`src/sv/bshph_pkg.sv`:
```
// Package: constants, register codes and the bar entry type for the bar smoother core.
`default_nettype none

package bshph_pkg;

  localparam int BARS_DEFAULT = 32;

  localparam int IDX_W   = 5;
  localparam int LEVEL_W = 16;
  localparam int HOLD_W  = 8;
  localparam int CFG_W   = 16;

  localparam logic [15:0] ATTACK_RESET  = 16'd39322;
  localparam logic [15:0] RELEASE_RESET = 16'd9830;
  localparam logic [7:0]  HOLD_RESET    = 8'd30;
  localparam logic [15:0] FALL_RESET    = 16'd1311;

  typedef enum logic [1:0] {
    REG_ATTACK  = 2'd0,
    REG_RELEASE = 2'd1,
    REG_HOLD    = 2'd2,
    REG_FALL    = 2'd3
  } cfg_reg_t;

  // one stored bar entry
  typedef struct packed {
    logic [LEVEL_W-1:0] sm;
    logic [LEVEL_W-1:0] cap;
    logic [HOLD_W-1:0]  hold;
  } entry_t;

endpackage

`default_nettype wire

```
`src/sv/bar_smoother_with_peak_hold_core.sv`:
```
// Top level: per-bar attack/release smoother with peak cap hold and fall.
//
// Usage:
//   Item channel (item_valid/item_stall) carries bar_index and level. A word is
//   taken at a clock edge with item_valid high and item_stall low.
//   Result channel (result_valid/result_stall) returns bar_number, smoothed_level,
//   peak_cap and hold_left, one result word per item, in order.
//   Config channel (cfg_valid/cfg_ready, cfg_index, cfg_data) writes attack weight,
//   release weight, hold length and fall step; write only while the core is idle.
// Pipeline:
//   Read stage, weight/difference stage, multiply stage; the cap/hold update feeds
//   the output register, which presents the result word.
//   One item per cycle is sustained while the receiver does not stall and no item
//   waits on its bar. An item for a bar that is still in the three compute stages
//   waits until that bar's earlier word is written back; the bar state memory has a single read and write port.
// Reset clears the control state, the registers to their defaults and one valid
//   flag per bar, so all bars read as zero; no clearing pass is needed.
// When the receiver stalls, the output register holds and the stages behind it
//   keep filling; item_stall rises once the pipeline is full.
`default_nettype none

module bar_smoother_with_peak_hold_core
  import bshph_pkg::*;
#(
  parameter int BARS = BARS_DEFAULT
) (
  input  wire logic                clk,
  input  wire logic                rst,
  input  wire logic                item_valid,
  output      logic                item_stall,
  input  wire logic [IDX_W-1:0]    bar_index,
  input  wire logic [LEVEL_W-1:0]  level,
  output      logic                result_valid,
  input  wire logic                result_stall,
  output      logic [IDX_W-1:0]    bar_number,
  output      logic [LEVEL_W-1:0]  smoothed_level,
  output      logic [LEVEL_W-1:0]  peak_cap,
  output      logic [HOLD_W-1:0]   hold_left,
  input  wire logic                cfg_valid,
  output      logic                cfg_ready,
  input  wire logic [1:0]          cfg_index,
  input  wire logic [CFG_W-1:0]    cfg_data
);

  localparam int AW = (BARS > 1) ? $clog2(BARS) : 1;

  // config registers
  logic [15:0] attack_weight;
  logic [15:0] release_weight;
  logic [7:0]  hold_length;
  logic [15:0] fall_step;

  assign cfg_ready = 1'b1;

  always_ff @(posedge clk) begin
    if (rst) begin
      attack_weight  <= ATTACK_RESET;
      release_weight <= RELEASE_RESET;
      hold_length    <= HOLD_RESET;
      fall_step      <= FALL_RESET;
    end else if (cfg_valid && cfg_ready) begin
      unique case (cfg_reg_t'(cfg_index))
        REG_ATTACK:  attack_weight  <= cfg_data;
        REG_RELEASE: release_weight <= cfg_data;
        REG_HOLD:    hold_length    <= cfg_data[7:0];
        REG_FALL:    fall_step      <= cfg_data;
        default:     ;
      endcase
    end
  end

  // bar state memory and per-bar valid flags
  entry_t           mem [BARS];
  logic [BARS-1:0]  known;

  // stage 1: memory read data
  logic                s1_valid;
  logic                s1_ok;
  logic [IDX_W-1:0]    s1_bar;
  logic [LEVEL_W-1:0]  s1_level;
  entry_t              rd_word;
  logic                rd_known;

  // stage 2: weight and signed difference
  logic                s2_valid;
  logic                s2_ok;
  logic [IDX_W-1:0]    s2_bar;
  entry_t              s2_entry;
  logic [15:0]         s2_weight;
  logic signed [16:0]  s2_diff;

  // stage 3: product
  logic                s3_valid;
  logic                s3_ok;
  logic [IDX_W-1:0]    s3_bar;
  entry_t              s3_entry;
  logic signed [33:0]  s3_prod;

  // handshake and flow
  logic out_free, s3_move, s2_move, s1_move, hazard, accept, wr_en;
  logic in_ok;

  assign out_free = !result_valid || !result_stall;
  assign s3_move  = !s3_valid || out_free;
  assign s2_move  = !s2_valid || s3_move;
  assign s1_move  = !s1_valid || s2_move;

  // a bar still being updated must finish before it is read again
  assign hazard = (s1_valid && s1_ok && (s1_bar == bar_index)) ||
                  (s2_valid && s2_ok && (s2_bar == bar_index)) ||
                  (s3_valid && s3_ok && (s3_bar == bar_index));

  assign item_stall = !s1_move || hazard;
  assign accept     = item_valid && !item_stall;
  assign in_ok      = {27'd0, bar_index} < 32'(BARS);
  assign wr_en      = s3_valid && s3_ok && s3_move;

  // stage 1 logic
  entry_t             s1_old;
  logic [15:0]        s1_weight;
  logic signed [16:0] s1_diff;

  always_comb begin
    s1_old    = rd_known ? rd_word : '0;
    s1_weight = (s1_level > s1_old.sm) ? attack_weight : release_weight;
    s1_diff   = $signed({1'b0, s1_level}) - $signed({1'b0, s1_old.sm});
  end

  // stage 3 logic: both directions reduce to old + floor(w*(lvl-old)/2^16)
  logic signed [17:0] s3_step;
  logic signed [17:0] s3_sum;
  logic [15:0]        new_sm;
  logic [15:0]        new_cap;
  logic [7:0]         new_hold;

  always_comb begin
    s3_step  = 18'(s3_prod >>> 16);
    s3_sum   = $signed({2'b00, s3_entry.sm}) + s3_step;
    new_sm   = s3_sum[15:0];
    new_cap  = s3_entry.cap;
    new_hold = s3_entry.hold;
    if (new_sm > s3_entry.cap) begin
      new_cap  = new_sm;
      new_hold = hold_length;
    end else if (s3_entry.hold != 8'd0) begin
      new_hold = s3_entry.hold - 8'd1;
    end else begin
      new_cap = (fall_step >= s3_entry.cap) ? 16'd0 : s3_entry.cap - fall_step;
    end
  end

  // memory: one read port at accept, one write port at writeback
  always_ff @(posedge clk) begin
    if (accept) begin
      rd_word <= mem[AW'(bar_index)];
    end
    if (wr_en) begin
      mem[AW'(s3_bar)] <= '{sm: new_sm, cap: new_cap, hold: new_hold};
    end
  end

  always_ff @(posedge clk) begin
    if (rst) begin
      known <= '0;
    end else if (wr_en) begin
      known[AW'(s3_bar)] <= 1'b1;
    end
  end

  always_ff @(posedge clk) begin
    if (accept) begin
      rd_known <= known[AW'(bar_index)];
    end
  end

  // pipeline valid bits
  always_ff @(posedge clk) begin
    if (rst) begin
      s1_valid     <= 1'b0;
      s2_valid     <= 1'b0;
      s3_valid     <= 1'b0;
      result_valid <= 1'b0;
    end else begin
      if (s1_move) s1_valid <= accept;
      if (s2_move) s2_valid <= s1_valid;
      if (s3_move) s3_valid <= s2_valid;
      if (out_free) result_valid <= s3_valid;
    end
  end

  // pipeline payload
  always_ff @(posedge clk) begin
    if (s1_move) begin
      s1_ok    <= in_ok;
      s1_bar   <= bar_index;
      s1_level <= level;
    end
    if (s2_move) begin
      s2_ok     <= s1_ok;
      s2_bar    <= s1_bar;
      s2_entry  <= s1_old;
      s2_weight <= s1_weight;
      s2_diff   <= s1_diff;
    end
    if (s3_move) begin
      s3_ok    <= s2_ok;
      s3_bar   <= s2_bar;
      s3_entry <= s2_entry;
      s3_prod  <= $signed({1'b0, s2_weight}) * s2_diff;
    end
    if (out_free) begin
      bar_number     <= s3_bar;
      smoothed_level <= s3_ok ? new_sm : '0;
      peak_cap       <= s3_ok ? new_cap : '0;
      hold_left      <= s3_ok ? new_hold : '0;
    end
  end

`ifndef SYNTHESIS
  // in-flight items never share a bar
  a_no_shared_bar: assert property (@(posedge clk) disable iff (rst)
    !((s1_valid && s1_ok && s2_valid && s2_ok && (s1_bar == s2_bar)) ||
      (s1_valid && s1_ok && s3_valid && s3_ok && (s1_bar == s3_bar)) ||
      (s2_valid && s2_ok && s3_valid && s3_ok && (s2_bar == s3_bar))))
    else $error("two in-flight items on one bar");

  a_accept_enters: assert property (@(posedge clk) disable iff (rst)
    accept |=> (s1_valid && (s1_bar == $past(bar_index))))
    else $error("accepted word did not enter stage 1");

  // a held cap was set by a nonzero smoothed level
  a_hold_has_cap: assert property (@(posedge clk) disable iff (rst)
    (result_valid && (hold_left != 8'd0)) |-> (peak_cap != 16'd0))
    else $error("hold running with zero cap");
`endif

endmodule

`default_nettype wire

```
`config.mk`:
```
export PLATFORM = sky130hd
export DESIGN_NAME = bar_smoother_with_peak_hold_core
export DESIGN_NICKNAME = d
export VERILOG_FILES = /design/src/sv/bshph_pkg.sv /design/src/sv/bar_smoother_with_peak_hold_core.sv
export SDC_FILE = /design/constraint.sdc
export NUM_CORES = 2
export LEC_CHECK = 0
export BUFFER_PORTS_ARGS = -buffer_cell sky130_fd_sc_hd__clkbuf_2
export CAP_MARGIN = 30
export CORE_MARGIN = 4
export CORE_UTILIZATION = 40
export DETAILED_ROUTE_END_ITERATION = 8
export PLACE_DENSITY = 0.63
export SYNTH_ARGS = -nofsm -noshare
export SYNTH_HDL_FRONTEND = slang
export SYNTH_SLANG_ARGS = --single-unit
export TNS_END_PERCENT = 1
```
`constraint.sdc`:
```
create_clock -name clk -period 6.3 [get_ports clk]
set_clock_uncertainty 0.2 [all_clocks]
set_input_delay 1.26 -clock clk [delete_from_list [all_inputs] [get_ports clk]]
set_output_delay 1.26 -clock clk [all_outputs]
set_load 0.02 [all_outputs]
```
### Word-level counts from Yosys, hierarchy flattened

Memories as Yosys holds them, arrays and structs flattened. A register that Yosys moved wholly into a read port is not among the register bits.
Cells that the tools add are included.

* equal/unequal tests: 6
* add/sub/neg operators: 4
* reduce and logical (&&, ||, !) cells: 26
* bitwise logic cells: 1
* muxes and demuxes: 13
* $lt $le $gt $ge: 6
* multiply operators: 1

Operator list (count)
* $mux W16: 4
* $mux W40: 1
* $gt A16 B16 Y1: 2
* $mul A17 B17 Y32: 1
* $or A32 B32 Y32: 1
* $sub A16 B16 Y17: 1
* $add A16 B16 Y16: 1
* $ge A16 B16 Y1: 1
* $mux W8: 2
* $sub A16 B16 Y16: 1
* $eq A5 B5 Y1: 3
* $lt A5 B6 Y1 const B: 2
* $reduce_and A2 Y1: 4
* $reduce_bool A8 Y1: 1
* $sub A8 B1 Y8 const B: 1
* $logic_not A1 Y1: 7
* $logic_or A1 B1 Y1: 7
* $logic_and A1 B1 Y1: 6
* $bmux W1 S5: 1
* $demux W1 S5: 1
* $ge A5 B1 Y1 const B: 1
* $eq A2 B2 Y1 const B: 2
* $mux W1: 4
* $eq A2 B1 Y1 const B: 1
* $logic_not A2 Y1: 1

* output and inout port bits: 48
* bits in registers: 314
* memories: 1
* input port bits: 44
* word-level logic and storage cells: 85
* memory bits (writable): 1280

Memory list
* mem: words 32, bits a word 40, read ports 1, clocked after Yosys merged registers in 1, wr ports 1, RTL line bar_smoother_with_peak_hold_core.sv:73 `entry_t mem [BARS];`

### Logic depth before layout (Yosys ltp)

* depth after elaboration: 9
* gate-level depth with buffers: 23

### Least setup slack after synthesis

OpenSTA, ideal clock, no wires.

* path type: reg-to-reg
* start: register s3_entry[24] in the netlist's numbering
* end: register hold_left[2] (data pin)
* data arrival time: 5.794 ns
* setup slack: -0.156 ns
* cell stages (with the launch flop): 17
* path buffers: 1
* clock period less this slack: 6.456 ns
* cell sequence: edfxtp_1 ha_1 fa_1 a21o_1 a21oi_2 nor2b_1 o41a_1 o41a_1 xor2_1 ha_1 a21o_1 a211o_1 o211ai_1 and4b_1 a21oi_1 clkbuf_1 o21ai_0

* word-level cells in the longest chain between the ends: 3

Ends and longest elaborated chain
* from (decl): RTL line bar_smoother_with_peak_hold_core.sv:96 `entry_t s3_entry;`
* from (signal assigned): RTL line bar_smoother_with_peak_hold_core.sv:208 `s3_entry <= s2_entry;`
* $add A16 B16 Y16: RTL line bar_smoother_with_peak_hold_core.sv:138 `s3_sum = $signed({2'b00, s3_entry.sm}) + s3_step;`
* via s3_sum[10]: RTL line bar_smoother_with_peak_hold_core.sv:131 `logic signed [17:0] s3_sum;`
* $gt A16 B16 Y1: RTL line bar_smoother_with_peak_hold_core.sv:142 `if (new_sm > s3_entry.cap) begin`
* $mux W8: RTL line bar_smoother_with_peak_hold_core.sv:142
* via new_hold[2]: RTL line bar_smoother_with_peak_hold_core.sv:134 `logic [7:0] new_hold;`
* to (signal assigned): RTL line bar_smoother_with_peak_hold_core.sv:215 `hold_left <= s3_ok ? new_hold : '0;`
* to (decl): RTL line bar_smoother_with_peak_hold_core.sv:38 `output logic [HOLD_W-1:0] hold_left,`

The timed path passes the listed nets, and every way through them passes these cells.
A chain may end at the register's enable or synchronous reset.

### Worst setup path in the final report

* start: register s2_diff[5]
* end: register s3_prod[26] (data pin)

* word-level cells in the longest chain between the ends: 1

Ends and longest elaborated chain
* from (decl): RTL line bar_smoother_with_peak_hold_core.sv:90 `logic signed [16:0] s2_diff;`
* from (signal assigned): RTL line bar_smoother_with_peak_hold_core.sv:203 `s2_diff <= s1_diff;`
* $mul A17 B17 Y32: RTL line bar_smoother_with_peak_hold_core.sv:209 `s3_prod <= $signed({1'b0, s2_weight}) * s2_diff;`
* to (signal assigned): RTL line bar_smoother_with_peak_hold_core.sv:209
* to (decl): RTL line bar_smoother_with_peak_hold_core.sv:97 `logic signed [33:0] s3_prod;`

No other way between the ends.

==> impl_metrics.tcl <==
set metrics [dict create \
    outcome "completed" \
    p_comb_share_pct 46.5 \
    worst_setup_path_end_kind "flop" \
    h-tree-depth 4 \
    asyncSetResetFlopFracSynth_pct 0 \
    synth_cell_types 71 \
    path_cells "buf_6 > and2_1 > fa_1 > inv_1 > fa_1 > fa_1 > inv_1 > fa_1 > fa_1 > inv_1 > fa_1 > inv_1 > ha_1 > and3_4 > a221oi_2 > o21ai_1 > buf_4 > a211oi_2 > o21bai_1 > a311oi_1 > xnor2_1" \
    synth_edf_count 1526 \
    design.die.area_mm2 0.186 \
    clock.fmax_ghz 0.162 \
    synth_most_common_cell "edfxtp_1" \
    tightest_slew_ps 1050 \
    die_height_um 432 \
    syn_avg_cell_area_um2 17.8 \
    cell_internal_pwr_mw 30.7 \
    grt_pass1_vias 38062 \
    cts_buffers 167 \
    die_w_um 432 \
    clock_latency_ps 830 \
    antenna_found_initial 5 \
    syn-instance-count 4043 \
    grt_usage_pct 19.9 \
    remaining_drc_errors 0 \
    crit_type "flop to flop" \
    initial_core_util_pct 40.2 \
    yosysTopAreaCell "edfxtp_1" \
    cpPeakStageDelay_ps 530 \
    core_mm2 0.178 \
    p_switching_mw 17.7 \
    clockPowerShare_pct 20.8 \
    cts.sinks 1618 \
    ios 92 \
    worst_path_most_repeated_cell "fa_1" \
    min_period_over_period_pct 98.0 \
    power_mw 48.4 \
    worstPathRequired_ps 6660 \
    drt_iter0_markers 4185 \
    maxSlewViolCount 0 \
    drt-vias-per-instance 5.49 \
    synth_top_cells_by_count "edfxtp_1, mux4_2, inv_1" \
    num_vias 37509 \
    critPathBufInv 6 \
    syn_to_final_growth_pct 15.1 \
    cap_violations 0 \
    drive_gt1_share_pct 24.5 \
    max-vdd-ir-drop_v 0.00163 \
    grt_max_degree 106 \
    arrival_ps 6530 \
    setup_tns_ps 0 \
    grt_pass1_wl_mm 268 \
    grt_overflow_total 0 \
    finalCriticalPeriod_ps 6170 \
    root_buffer "clkbuf_16" \
    leakage_nw 29.2 \
    yosys_most_used_dff "edfxtp_1" \
    ys_warn_count 0 \
    rsz0062_at_grt "yes" \
    place.gp.congestion 0.837 \
    finalHoldViolCount 0 \
    fin_nets 4760 \
    dp_hpwl_mm 114 \
    clkTransAtPathRegs_ps 60 \
    share_seq_of_total_power_pct 32.7 \
    cp_max_fo 6 \
    syn-num-nets 4475 \
    power_density_mw_per_mm2 586 \
    routed_wl_mm 184 \
    slowest_stage "fa_1" \
    worstHoldPathType "flop to flop" \
    clk_path_buf_depth 3 \
    fin_util_pct 46.3 \
    synth_seq_cells 1618 \
    finalSetupViolations 0 \
    drtAntennaViolNets 0 \
    io_buffer_count 90 \
    sw_frac_of_total_pct 36.6 \
    syn_area_mm2 0.0718 \
    max_slew_margin_pct 29.7 \
    yosys.area.top_type_share_pct 63.8 \
    crit_family "adder cells" \
    crit_path_start_kind "flop" \
    cts_tree "built" \
    wl_per_cell_um 27.0 \
    num_rows 155 \
    dr.pass1.iters 5 \
    synthTopCellsByArea "edfxtp_1, mux4_2, fa_1" \
    yosysSeqAreaShare_pct 66.4 \
    fin_ws_ps 127 \
    holdWs_ps 184 \
    dpl_worst_slack_ps -160 \
]
[final timing paths]
kind | start | to | slack, ps | depth (start not counted)
worst max-delay path | s2_diff[5] | s3_prod[26] | 130 | 21
worst min-delay path | s2_entry[36] | s3_entry[36] | 180 | 0
worst max register to register | s2_diff[5] | s3_prod[26] | 130 | 21
worst min register to register | s2_entry[36] | s3_entry[36] | 180 | 0
[cells in the final DEF (no fill, tap or decap), drive strengths merged, types with 10 or more instances in the layout]
cell type / instances
xnor2: 45
o21a: 10
nand2: 277
clkinv: 83
o21ai: 49
dfxtp: 92
nand3b: 26
xor2: 31
fa: 211
mux4: 410
nor3: 13
and3: 12
mux2: 66
clkbuf: 287
and2: 179
ha: 177
nand2b: 10
a21oi: 82
edfxtp: 1526
nor2b: 21
bufinv: 18
nand4: 11
nand3: 13
inv: 356
nor2: 147
a21o: 22
buf: 201
[worst register-to-register path, delay by kind of cell, from the launching register on]
kind	cells	cell delay [ps]
buffers and inverters	6	570
adder cells (fa/ha/maj)	7	3290
AO/OA/AOI/OAI	5	980
AND/OR/NAND/NOR	2	340
flip-flops	1	490
XOR/XNOR	1	110
[state kept, by name (all words and copies together), names as in the netlist, 8 cells and up]
register        count
release_weight     16
mem              1280
s2_diff            17
hold_length         8
peak_cap           16
s2_entry           40
s3_prod            16
s3_entry           40
smoothed_level     16
rd_word            40
attack_weight      16
s1_level           16
known              32
s2_weight          16
fall_step          16
hold_left           8
[power groups by stage]
stage / registers [mW] / logic [mW] / clock network, mW
global placement: 16.1 / 20.7 / 0
detailed placement: 16.1 / 21.2 / 0
global route: 15.8 / 25.4 / 10.7
CTS: 15.8 / 21.5 / 10.3
floorplan: 16.2 / 13.1 / 0
finish: 15.8 / 22.5 / 10.1
[cell type report]
class                   instances  area (µm²)
fillers                     15008       95800
flip-flops and latches       1618       47700
multi-input cells            1902       22600
clock buffers                 203        4380
well taps                    2355        2950
repair buffers                285        2380
inverters                     354        1330
clock inverters               106        1280
diodes                          4        10.0
[metrics by stage]
stage	cells	cell area [µm²]
floorplan	4043	71800
global placement	6494	76500
detailed placement	6502	76700
CTS	6811	82400
global route	6823	82600
finish	6827	82600
[logic make-up (layout without fill, tap and decap cells)]
family / count (synthesis) / count (layout) / synth area share, %
and+or+nand+nor: 727 / 727 / 4.90
other: 1 / 5 / 0.00522
muxes: 477 / 477 / 13.9
AOI/OAI and AO/OA: 233 / 233 / 2.06
xor gates and xnor gates: 76 / 76 / 0.927
buffers and inverters: 523 / 948 / 2.81
DFF: 1618 / 1618 / 66.4
adders and majority gates: 388 / 388 / 8.97
[layer usage]
| metal | vias up | track usage [%] | part of all wire [%] |
|---|---|---|---|
| met3 | 228 | 2.89 | 7.1 |
| met5 | - | 0 | 0 |
| met4 | 0 | 4.92 | 2.3 |
| met1 | 19962 | 27.7 | 41 |
| met2 | 1479 | 33.1 | 50 |
| li1 | 15840 | - | - |
[repair_timing]
item	CTS	global route
pin swaps	1	22
setup endpoints to repair	5	10
setup buffers	0	11
gates resized for setup	4	24
hold buffers	0	0
Note: power is estimated with default switching activity, not from simulation.
